File: src/hw/rtl/lps_pkg.sv
package lps_pkg;

   // sizing
   localparam int MAX_LEN       = 64;
   localparam int ELEM_BITS     = 32;
   localparam int WORD_BITS     = 32;
   localparam int IDX_BITS      = $clog2(MAX_LEN);
   localparam int CNT_BITS      = $clog2(MAX_LEN + 1);
   localparam int CSR_IDX_BITS  = 4;
   localparam int CSR_DATA_BITS = 1;

   // register map
   localparam logic [CSR_IDX_BITS-1:0] CSR_DIRECTION    = CSR_IDX_BITS'(0);
   localparam logic [CSR_IDX_BITS-1:0] CSR_SIGNED_ORDER = CSR_IDX_BITS'(1);

   typedef logic [ELEM_BITS-1:0] elem_type;
   typedef logic [IDX_BITS-1:0]  idx_type;
   typedef logic [CNT_BITS-1:0]  cnt_type;
   typedef logic [IDX_BITS:0]    ext_type;

   // controller states
   typedef enum logic [3:0] {
      ST_IDLE,
      ST_PIV_PRIME,
      ST_PIV_FILL,
      ST_PIV_SCAN,
      ST_MATE_PRIME,
      ST_MATE_SCAN,
      ST_SWAP_P,
      ST_SWAP_M,
      ST_REV_A,
      ST_REV_B,
      ST_REV_C,
      ST_REV_D,
      ST_EMIT_PRIME,
      ST_EMIT
   } state_type;

   // element ram read address source
   typedef enum logic [3:0] {
      RD_TOP,
      RD_SCAN_DEC,
      RD_LO,
      RD_HI,
      RD_LO_NEXT,
      RD_HI_NEXT,
      RD_ZERO,
      RD_EMIT,
      RD_EMIT_NEXT
   } rd_sel_type;

   // element ram write source
   typedef enum logic [2:0] {
      WR_NONE,
      WR_LOAD,
      WR_PIV,
      WR_MATE,
      WR_LO,
      WR_HI
   } wr_sel_type;

   typedef struct packed {
      rd_sel_type rd_sel;
      wr_sel_type wr_sel;
      logic       prev_load;
      logic       pivot_take;
      logic       wrap_take;
      logic       mate_take;
      logic       tmp_load;
      logic       rev_step;
      logic       emit_start;
      logic       emit_load;
      logic       seq_clear;
   } cmd_type;

   typedef struct packed {
      logic single;
      logic piv_hit;
      logic mate_hit;
      logic scan_zero;
      logic rev_any;
      logic rev_more;
      logic out_free;
      logic emit_done;
   } stat_type;

   // true if a comes before b in the selected order and direction
   function automatic logic lps_before(elem_type a, elem_type b, logic dir, logic sgn);
      elem_type flip;
      elem_type ka;
      elem_type kb;
      flip = elem_type'(sgn) << (ELEM_BITS - 1);
      ka   = a ^ flip;
      kb   = b ^ flip;
      return dir ? (ka > kb) : (ka < kb);
   endfunction

endpackage

File: src/hw/rtl/lps_ctrl.sv
module lps_ctrl
   import lps_pkg::*;
(
   input  logic     clock,
   input  logic     reset,
   input  logic     req_valid,
   input  logic     req_last_in,
   output logic     req_ready,
   output cmd_type  cmd,
   input  stat_type stat
);

   state_type state_ff;
   state_type state_in;

   // state register
   always_ff @(posedge clock) begin
      if (reset) begin
         state_ff <= ST_IDLE;
      end else begin
         state_ff <= state_in;
      end
   end

   // next state and datapath commands
   always_comb begin
      state_in   = state_ff;
      req_ready  = 1'b0;
      cmd        = '0;
      cmd.rd_sel = RD_ZERO;
      cmd.wr_sel = WR_NONE;
      case (state_ff)
         ST_IDLE: begin
            req_ready = 1'b1;
            if (req_valid) begin
               cmd.wr_sel = WR_LOAD;
               if (req_last_in) begin
                  state_in = ST_PIV_PRIME;
               end
            end
         end
         // start pivot scan from the end, or go straight to emit for a single element
         ST_PIV_PRIME: begin
            if (stat.single) begin
               cmd.wrap_take = 1'b1;
               state_in      = ST_EMIT_PRIME;
            end else begin
               cmd.rd_sel = RD_TOP;
               state_in   = ST_PIV_FILL;
            end
         end
         ST_PIV_FILL: begin
            cmd.rd_sel    = RD_SCAN_DEC;
            cmd.prev_load = 1'b1;
            state_in      = ST_PIV_SCAN;
         end
         ST_PIV_SCAN: begin
            if (stat.piv_hit) begin
               cmd.pivot_take = 1'b1;
               state_in       = ST_MATE_PRIME;
            end else if (stat.scan_zero) begin
               // no pivot: reverse the whole sequence
               cmd.wrap_take = 1'b1;
               state_in      = ST_REV_A;
            end else begin
               cmd.rd_sel    = RD_SCAN_DEC;
               cmd.prev_load = 1'b1;
            end
         end
         // rightmost mate, always found before the pivot
         ST_MATE_PRIME: begin
            cmd.rd_sel = RD_TOP;
            state_in   = ST_MATE_SCAN;
         end
         ST_MATE_SCAN: begin
            if (stat.mate_hit) begin
               cmd.mate_take = 1'b1;
               state_in      = ST_SWAP_P;
            end else begin
               cmd.rd_sel = RD_SCAN_DEC;
            end
         end
         ST_SWAP_P: begin
            cmd.wr_sel = WR_PIV;
            state_in   = ST_SWAP_M;
         end
         ST_SWAP_M: begin
            cmd.wr_sel = WR_MATE;
            state_in   = stat.rev_any ? ST_REV_A : ST_EMIT_PRIME;
         end
         // suffix reversal, one swapped pair per pass through ST_REV_C and ST_REV_D
         ST_REV_A: begin
            cmd.rd_sel = RD_LO;
            state_in   = ST_REV_B;
         end
         ST_REV_B: begin
            cmd.rd_sel   = RD_HI;
            cmd.tmp_load = 1'b1;
            state_in     = ST_REV_C;
         end
         ST_REV_C: begin
            cmd.wr_sel = WR_LO;
            cmd.rd_sel = RD_LO_NEXT;
            state_in   = ST_REV_D;
         end
         ST_REV_D: begin
            cmd.wr_sel   = WR_HI;
            cmd.rd_sel   = RD_HI_NEXT;
            cmd.tmp_load = 1'b1;
            cmd.rev_step = 1'b1;
            state_in     = stat.rev_more ? ST_REV_C : ST_EMIT_PRIME;
         end
         // stream the sequence out
         ST_EMIT_PRIME: begin
            cmd.rd_sel     = RD_ZERO;
            cmd.emit_start = 1'b1;
            state_in       = ST_EMIT;
         end
         ST_EMIT: begin
            if (stat.emit_done) begin
               cmd.seq_clear = 1'b1;
               state_in      = ST_IDLE;
            end else if (stat.out_free) begin
               cmd.emit_load = 1'b1;
               cmd.rd_sel    = RD_EMIT_NEXT;
            end else begin
               cmd.rd_sel = RD_EMIT;
            end
         end
         default: begin
            state_in = ST_IDLE;
         end
      endcase
   end

endmodule

File: config.mk
export PLATFORM = sky130hd
export DESIGN_NAME = lps_ctrl
export DESIGN_NICKNAME = d
export VERILOG_FILES = /design/src/hw/rtl/lps_pkg.sv /design/src/hw/rtl/lps_ctrl.sv
export SDC_FILE = /design/constraint.sdc
export NUM_CORES = 1
export LEC_CHECK = 0
export ABC_AREA = 1
export BUFFER_PORTS_ARGS = -buffer_cell sky130_fd_sc_hd__buf_2
export CAP_MARGIN = 25
export CELL_PAD_IN_SITES_DETAIL_PLACEMENT = 1
export CELL_PAD_IN_SITES_GLOBAL_PLACEMENT = 1
export CORE_ASPECT_RATIO = 1.1
export CORE_MARGIN = 2
export CORE_UTILIZATION = 27
export DETAILED_ROUTE_END_ITERATION = 6
export PLACE_DENSITY_LB_ADDON = 0.25
export SLEW_MARGIN = 20
export SYNTH_ARGS = -nofsm -noshare
export SYNTH_HDL_FRONTEND = slang
export SYNTH_SLANG_ARGS = --single-unit
export TNS_END_PERCENT = 20
File: constraint.sdc
create_clock -name clock -period 1.6 [get_ports clock]
set_input_delay 0.08 -clock clock [delete_from_list [all_inputs] [get_ports clock]]
set_output_delay 0.08 -clock clock [all_outputs]
set_load 0.005 [all_outputs]
### After elaboration in Yosys (flattened, before gate mapping)

Index checks and enable logic that the tools add are counted.

| operators by class | value |
|---|---|
| eq/ne operators | 18 |
| reduce and logical (&&, ||, !) cells | 3 |
| muxes and demuxes | 38 |

Operator list:

| operator | number |
|---|---|
| $pmux W4 S14 | 1 |
| $pmux W4 S10 | 1 |
| $mux W4 | 9 |
| $eq A4 B4 Y1 const B | 6 |
| $mux W3 | 6 |
| $mux W1 | 17 |
| $eq A4 B3 Y1 const B | 4 |
| $pmux W3 S5 | 1 |
| $eq A4 B2 Y1 const B | 2 |
| $ne A2 B2 Y1 const B | 4 |
| $reduce_and A5 Y1 | 1 |
| $eq A4 B1 Y1 const B | 1 |
| $logic_not A4 Y1 | 1 |
| $pmux W1 S2 | 2 |
| $ne A3 B3 Y1 const B | 1 |
| $mux W2 | 1 |
| $reduce_or A2 Y1 | 1 |

| storage, ports and cells | value |
|---|---|
| logic and storage cells | 60 |
| bits of input ports | 12 |
| flip-flop bits (word level) | 4 |

### Depth between registers and ports, before layout

Gate-level depths: netlist (run 1).

| depth | value |
|---|---|
| word-level depth | 3 |
| mapped depth | 9 |

### Worst setup path before layout (run 1)

No wires, ideal clock.

| timing path | value |
|---|---|
| path kind | register to register |
| start point | register state_ff[1] |
| end point | register state_ff[0] |
| cell stages (with the launch flop) | 10 |
| setup time | 0.114 ns |
| buffers on the path | 0 |
| data required time | 1.486 ns |
| period minus slack after synthesis | 1.157 ns |
| arrival time | 1.044 ns |
| slack | 0.443 ns |
| path through | dfxtp_1 > inv_2 > nand2_2 > nor2_4 > nand2_4 > nand2_2 > nor2_4 > nand2_1 > nand2_1 > nor2_1 |

| on the way | value |
|---|---|
| word-level cells in the longest chain between the ends | 3 |
| elaborated cells between the ends (all ways) | 21 |

Ends and longest elaborated chain:

| element | RTL line | RTL |
|---|---|---|
| from (decl) | lps_ctrl.sv:13 | `state_type state_ff;` |
| from (signal assigned) | lps_ctrl.sv:21 | `state_ff <= state_in;` |
| $eq A4 B2 Y1 (tied with other cells) | lps_ctrl.sv:32 | `case (state_ff)` |
| $ne A3 B3 Y1 (no source line) / $ne A2 B2 Y1 (equally long branches) | -- |  |
| $reduce_and A5 Y1 (no source line) | -- |  |

Several ways; a longest one is shown, not always the timed one.
A chain may end at the register's enable or synchronous reset.

==> results.md, run 1 <==
* **number of buffers on the longest clock path** 2
* **fraction of layout cells with a size suffix above 1** 0.4317
* **gpl congestion** 0.8673
* **Placement Rows** 17
* **routed via count** 775
* **Clock Tree Root** sky130_fd_sc_hd__clkbuf_4
* **grt ovf** 0
* **post-synthesis cell type with the largest combined area** sky130_fd_sc_hd__nand2_1
* **commonest cells after routing, fill and taps aside** 30 x sky130_fd_sc_hd__nand2_1, 28 x sky130_fd_sc_hd__buf_2, 15 x sky130_fd_sc_hd__nor2_1, 14 x sky130_fd_sc_hd__inv_1, 7 x sky130_fd_sc_hd__inv_2
* **startpoint kind of the worst setup timing path** flop
* **pin slew with the least headroom to its limit** 0.3147 ns
* **Ant. Diodes** 0
* **flip-flop and latch count after synthesis** 4
* **chip width** 47.93 um
* **Clk pin slew, worst setup/hold paths** 0.04 ns
* **portion of the post-synthesis area used by sequential elements** 0.1397
* **register bank with the most flops** state_ff
* **setup tns final** 0 ns
* **first-pass GRT wire length** 3111 um
* **average vias per placed instance** 4.641
* **mean cell area of the mapped netlist** 5.306 um2
* **leading cell type in the layout, fill and taps excluded** sky130_fd_sc_hd__nand2_1
* **residual antenna-violating net count after detailed routing** 0
* **worst rel slew slack** 0.7880
* **Port-buffer cells** 28
* **number of antenna violations at the first check in global routing** 0
* **iteration-0 DRC count of the detailed router** 6
* **largest net degree at the start of global routing** 8
* **element type at the critical path end** output port
* **first-pass iteration count of the detailed router** 3
* **portion of synthesized cell area occupied by the leading cell type** 0.1965
* **count of unique library cells instantiated by Yosys** 18
* **hold_sp** reset
* **Boundary Pins** 29
* **via count of the first global-routing pass** 705
* **Tot GR Track Use** 0.1754
* **routed len/inst** 11.54 um
* **total CTS buffers** 3
* **endpoint required time on the critical path** 1.52 ns
* **Mapped Nets** 120
* **critical path type** reg -> out
* **area growth from synthesis to layout** 40.17%
* **Synth Cell Area** 573.1 um2
* **CTS tree** yes
* **RSZ-0062 raised after global routing** false
* **TritonCTS Sinks** 4
* **total routed wirelength** 1928 um
* **number of max-cap violations** 0
* **VDD IR max** 569.8 uV
* **static leakage power** 0.4952 nW
* **total of endpoints with negative setup slack in the final report** 0
* **min cycle time layout** 1.506 ns
* **registers with the most flip-flops** state_ff x4
* **fillers** 301
* **maximum net fanout on the critical path** 7
* **die outline height** 52.32 um
* **arrival time at the worst endpoint** 1.43 ns
* **H-Tree Depth** 1
* **result of the run** finished, final reports clean
* **power density over the cells** 1269 nW/um2
* **detailed-route DRC error count** 0
* **Worst Hold Class** in -> reg
* **number of slew-limit violations in the final report** 0
* **post-CTS setup buffer count** 0
* **timing startpoint of the critical path** state_ff[2]
* **Final Hold Violating Endpoints** 0
* **Core ar.** 1999 um2
* **maximum clock rate** 0.6641 GHz
* **Largest register FFs** 4
* **total number of yosys warnings** 0
* **synthesized instance count** 108
* **CTS Hold Bufs** 0
* **HPWL after detailed placement** 1704 um
* **die area** 2507 um2
* **synth top area cells** sky130_fd_sc_hd__nand2_1 20%, sky130_fd_sc_hd__dfxtp_1 14%, sky130_fd_sc_hd__nor2_1 10%
* **Skew-Pair Late Insertion Delay** 0.24 ns
* **ratio of final minimum period to clock period** 0.9411
* **Initial Util** 0.2866
* **worst hold margin** 0.008930 ns
* **count of nets after finishing** 153
* **start of the worst register-to-register path** state_ff[0]
* **post-route clock skew** 0.0001438 ns
## where the power goes
group	switching [mW]	internal, mW
Combinational	0.414	0.260
Sequential	0.0664	0.148
Clock	0.0473	0.0843
## cell families after synthesis
kind of cell / count (synthesis) / synth area share
and+or+nand+nor: 74 / 0.6310
buffers and inverters: 21 / 0.1376
AOI/OAI and AO/OA: 9 / 0.09170
DFF: 4 / 0.1397
## layer usage
| metal | share of wire | global-route usage | wire (um) |
|---|---|---|---|
| met1 | 0.44 | 0.2289 | 857 |
| met2 | 0.51 | 0.2844 | 986 |
| met3 | 0.019 | 0.01034 | 37 |
| met4 | 0.024 | 0.08108 | 47 |
| met5 | 0 | 0 | 0 |
## area by class of cell
type	count	area [um2]	share of cell area
Multi-Input combinational cell	83	431.7	0.5374
Inverter	21	78.83	0.09813
Sequential cell	4	95.09	0.1184
Clock buffer	3	22.52	0.02804
Tap cell	28	35.03	0.04361
Timing Repair Buffer	28	140.1	0.1745
## synth_stat cells
cell type / n
sky130_fd_sc_hd__nor3b_1: 1
sky130_fd_sc_hd__nor2_4: 3
sky130_fd_sc_hd__nand4_1: 3
sky130_fd_sc_hd__nor2_2: 5
sky130_fd_sc_hd__o21ai_0: 3
sky130_fd_sc_hd__nand3_1: 6
sky130_fd_sc_hd__nor3_1: 1
sky130_fd_sc_hd__a32o_1: 1
sky130_fd_sc_hd__inv_2: 7
sky130_fd_sc_hd__inv_1: 14
sky130_fd_sc_hd__a21oi_1: 4
sky130_fd_sc_hd__o31ai_1: 1
sky130_fd_sc_hd__nand3b_1: 1
sky130_fd_sc_hd__nand2_1: 30
sky130_fd_sc_hd__nand2_4: 1
sky130_fd_sc_hd__dfxtp_1: 4
sky130_fd_sc_hd__nor2_1: 16
sky130_fd_sc_hd__nand2_2: 7
## worst max-delay path, cell delays in order, from the launching register on
cell	delay [ns]
sky130_fd_sc_hd__dfxtp_4	0.40
sky130_fd_sc_hd__inv_2	0.07
sky130_fd_sc_hd__nand2_4	0.10
sky130_fd_sc_hd__nor2_4	0.04
sky130_fd_sc_hd__nand2_2	0.10
sky130_fd_sc_hd__nand2_1	0.09
sky130_fd_sc_hd__nor3b_2	0.15
sky130_fd_sc_hd__o21ai_0	0.09
sky130_fd_sc_hd__buf_2	0.13
## worst paths after layout
check | end | slack (ns) | depth (start not counted)
max reg2reg | state_ff[0] | 0.35 | 8
max | cmd[12] | 0.09 | 8
min | state_ff[2] | 0.009 | 2
min reg2reg | state_ff[0] | 0.53 | 2
## through the flow
stage                     power, mW  utilization  setup WS [ns]  instance area (um2)  cells
after floorplan              0.6343            -         0.4425                573.1    108
final                         1.020       0.4018        0.09424                803.3    167
after detailed placement     0.8581       0.3742         0.1824                748.2    164
after global placement       0.8442       0.3742         0.2082                748.2    164
after CTS                    0.9992       0.3874        0.01342                774.5    167
after global routing          1.140       0.4018        0.01278                803.3    167
## timing repair
action	CTS	global route
gates resized for setup	3	9
gates cloned	0	0
endpoints found under the setup margin	3	3
Power figures use the tool's default switching activity.
==> inputs of run 2 (changes only) <==
ABC_AREA = default   (was 1)
CORE_UTILIZATION = 30   (was 27)
MAX_ROUTING_LAYER = met4   (was default)
==> results.md, run 2 <==
* **fraction of layout cells with a size suffix above 1** 0.4793
* **cell depth of the worst flop-to-flop path** 5
* **storage element area** 90.09 um2
* **via count of the first global-routing pass** 779
* **gpl congestion** 0.8577
* **pin slew with the least headroom to its limit** 0.3752 ns
* **Largest register FFs** 4
* **number of buffers on the longest clock path** 2
* **Tot GR Track Use** 0.1887
* **synthesized instance count** 84
* **commonest cells after routing, fill and taps aside** 28 x sky130_fd_sc_hd__buf_2, 11 x sky130_fd_sc_hd__buf_4, 7 x sky130_fd_sc_hd__nor2_1, 7 x sky130_fd_sc_hd__nand2_1, 5 x sky130_fd_sc_hd__inv_1
* **iteration-0 DRC count of the detailed router** 7
* **leading cell type in the layout, fill and taps excluded** sky130_fd_sc_hd__buf_2
* **count of nets after finishing** 135
* **largest net degree at the start of global routing** 14
* **worst reg2reg setup slack** 0.21 ns
* **critical path type** reg -> out
* **cell type of the slowest stage on the worst timing path** sky130_fd_sc_hd__or3b_1
* **fillers** 252
* **area used by multi-input combinational logic** 462.9 um2
* **portion of the post-synthesis area used by sequential elements** 0.1350
* **Hold Crit Endpoint** state_ff[2]
* **first-pass GRT wire length** 3298 um
* **startpoint kind of the worst setup timing path** flop
* **Mapped Nets** 96
* **Post-synth EDFFs** 0
* **routed len/inst** 13.47 um
* **area growth from synthesis to layout** 43.46%
* **average vias per placed instance** 5.122
* **Async SR Flop Fraction** 0
* **design area** 850.8 um2
* **residual antenna-violating net count after detailed routing** 0
* **grt ovf** 0
* **post-route clock skew** 0.0001595 ns
* **total routed wirelength** 1993 um
* **Final Hold Violating Endpoints** 0
* **CTS Hold Bufs** 0
* **Initial Util** 0.3255
* **H-Tree Depth** 1
* **result of the run** finished, final reports clean
* **first-pass iteration count of the detailed router** 2
* **number of antenna violations at the first check in global routing** 0
* **TritonCTS Sinks** 4
* **die area** 2349 um2
* **Synth Cell Area** 593.1 um2
* **endpoint required time on the critical path** 1.52 ns
* **maximum clock rate** 0.6535 GHz
* **register bank with the most flops** state_ff
* **Ant. Diodes** 0
* **total number of yosys warnings** 0
* **most frequent cell after synthesis** sky130_fd_sc_hd__nand2_1
* **total of endpoints with negative setup slack in the final report** 0
* **VDD IR max** 606.3 uV
* **sequence of cells on the critical path** or3b_1, a21boi_1, nor2_1, nand2_1, buf_2
* **Clk pin slew, worst setup/hold paths** 0.04 ns
* **start of the worst register-to-register path** state_ff[3]
* **Clock Tree Root** sky130_fd_sc_hd__clkbuf_4
* **Core ar.** 1822 um2
* **ratio of final minimum period to clock period** 0.9564
* **mean cell area of the mapped netlist** 7.060 um2
* **cell types with the highest counts after synthesis** 8 x sky130_fd_sc_hd__nand2_1, 7 x sky130_fd_sc_hd__nor2_1, 5 x sky130_fd_sc_hd__inv_1, 4 x sky130_fd_sc_hd__a21oi_1, 4 x sky130_fd_sc_hd__dfxtp_1
* **Placement Rows** 16
* **CTS tree** yes
* **detailed-route DRC error count** 0
* **synth top area cells** sky130_fd_sc_hd__dfxtp_1 14%, sky130_fd_sc_hd__nand2_1 5.1%, sky130_fd_sc_hd__nor2_1 4.4%
* **worst rel slew slack** 0.7478
* **maximum net fanout on the critical path** 11
* **element type at the critical path end** output port
* **total CTS buffers** 3
* **number of slew-limit violations in the final report** 0
* **placement-stage cell area** 787.0 um2
* **dominant synthesized flop cell** sky130_fd_sc_hd__dfxtp_1
* **hold_sp** reset
* **routed via count** 758
* **flip-flop and latch count after synthesis** 4
* **critical register-to-register path endpoint** state_ff[3]
* **Boundary Pins** 29
* **non-filler cells in the finished layout** 148
* **HPWL after detailed placement** 1660 um
* **hold depth** 2
* **number of max-cap violations** 0
* **registers with the most flip-flops** state_ff x4
* **post-synthesis cell type with the largest combined area** sky130_fd_sc_hd__dfxtp_1
* **count of unique library cells instantiated by Yosys** 41
* **arrival time at the worst endpoint** 1.45 ns
* **min cycle time layout** 1.530 ns
* **Worst Hold Class** in -> reg
* **Slowest Stage Delay on Critical Path** 0.40 ns
* **RSZ-0062 raised after global routing** true
* **portion of synthesized cell area occupied by the leading cell type** 0.1350
* **die outline height** 50.63 um
* **chip width** 46.40 um
* **static leakage power** 0.4150 nW
* **Skew-Pair Late Insertion Delay** 0.23 ns
* **Port-buffer cells** 28
* **placed cells** 142
* **power density over the cells** 1549 nW/um2
==> run 2: cell count changes after synthesis, moves of 5 or more <==
cell,before,now
sky130_fd_sc_hd__inv_1,14,5
sky130_fd_sc_hd__nor2_2,5,0
sky130_fd_sc_hd__nor2_1,16,7
sky130_fd_sc_hd__nand2_1,30,8
sky130_fd_sc_hd__nand2_2,7,2
sky130_fd_sc_hd__inv_2,7,0
==> run 2: final cells by class <==
| class | instances | share of cell area |
|---|---|---|
| Clock buffer | 3 | 0.02647 |
| Inverter | 5 | 0.02206 |
| Multi-Input combinational cell | 70 | 0.5441 |
| Sequential cell | 4 | 0.1059 |
| Tap cell | 27 | 0.03971 |
| Timing Repair Buffer | 39 | 0.2618 |
==> run 2: worst max-delay path by stage <==
| stage | from | end | slack (ns) | cells after the start |
|---|---|---|---|---|
| 6_report | state_ff[2] | cmd[14] | 0.07 | 5 |
| 2_1_floorplan | state_ff[3] | state_ff[3] | 0.37 | 5 |
| 4_1_cts | state_ff[0] | cmd[14] | 0.02 | 5 |
| 5_1_grt | state_ff[3] | cmd[13] | -0.02 | 6 |
| 3_3_place_gp | state_ff[0] | state_ff[1] | 0.18 | 4 |
| 3_5_place_dp | state_ff[0] | state_ff[1] | 0.17 | 4 |
==> run 2: what timing repair did <==
action,CTS,global route
gates resized for setup,4,5
pin swaps,0,1
endpoints found under the setup margin,2,3
gates cloned,0,0
setup buffers,0,3
==> run 2: cells by family after synthesis <==
family          count (synthesis)  synth area share
buf+inv                        10           0.09916
xor+xnor                        1           0.01477
simple gates                   45            0.4557
compound gates                 23            0.2785
mux                             1           0.01688
flops                           4            0.1350
==> run 2: stage by stage <==
| stage | hold slack (ns) | setup slack [ns] | TNS, ns | power (mW) | util |
|---|---|---|---|---|---|
| detailed placement | 0.3199 | 0.1655 | 0 | 1.130 | 0.4320 |
| CTS | 0.07216 | 0.01745 | 0 | 1.266 | 0.4471 |
| global placement | 0.3153 | 0.1805 | 0 | 1.103 | 0.4320 |
| finish | 0.07860 | 0.06980 | 0 | 1.318 | 0.4670 |
| global route | 0.07880 | -0.01612 | -0.02140 | 1.443 | 0.4670 |
| floorplan | 0.1494 | 0.3699 | 0 | 0.8012 | - |
==> run 2: worst max-delay path: cells and delay by family (launching register included) <==
kind	cells	cell delay (ns)
AND/OR/NAND/NOR	3	0.54
flip-flops	1	0.38
AO/OA/AOI/OAI	1	0.21
buffers and inverters	1	0.11
==> run 2: routing by layer <==
layer / GRT usage / share of wire
met2: 0.3449 / 0.52
met5: - / 0
met1: 0.2117 / 0.44
met4: 0.05238 / 0
met3: 0.01079 / 0.036
==> run 2: report_power, final <==
group | switching [mW] | internal (mW) | total (mW)
clock | 0.0381 | 0.0837 | 0.122
combinational | 0.477 | 0.476 | 0.953
sequential | 0.0917 | 0.151 | 0.243
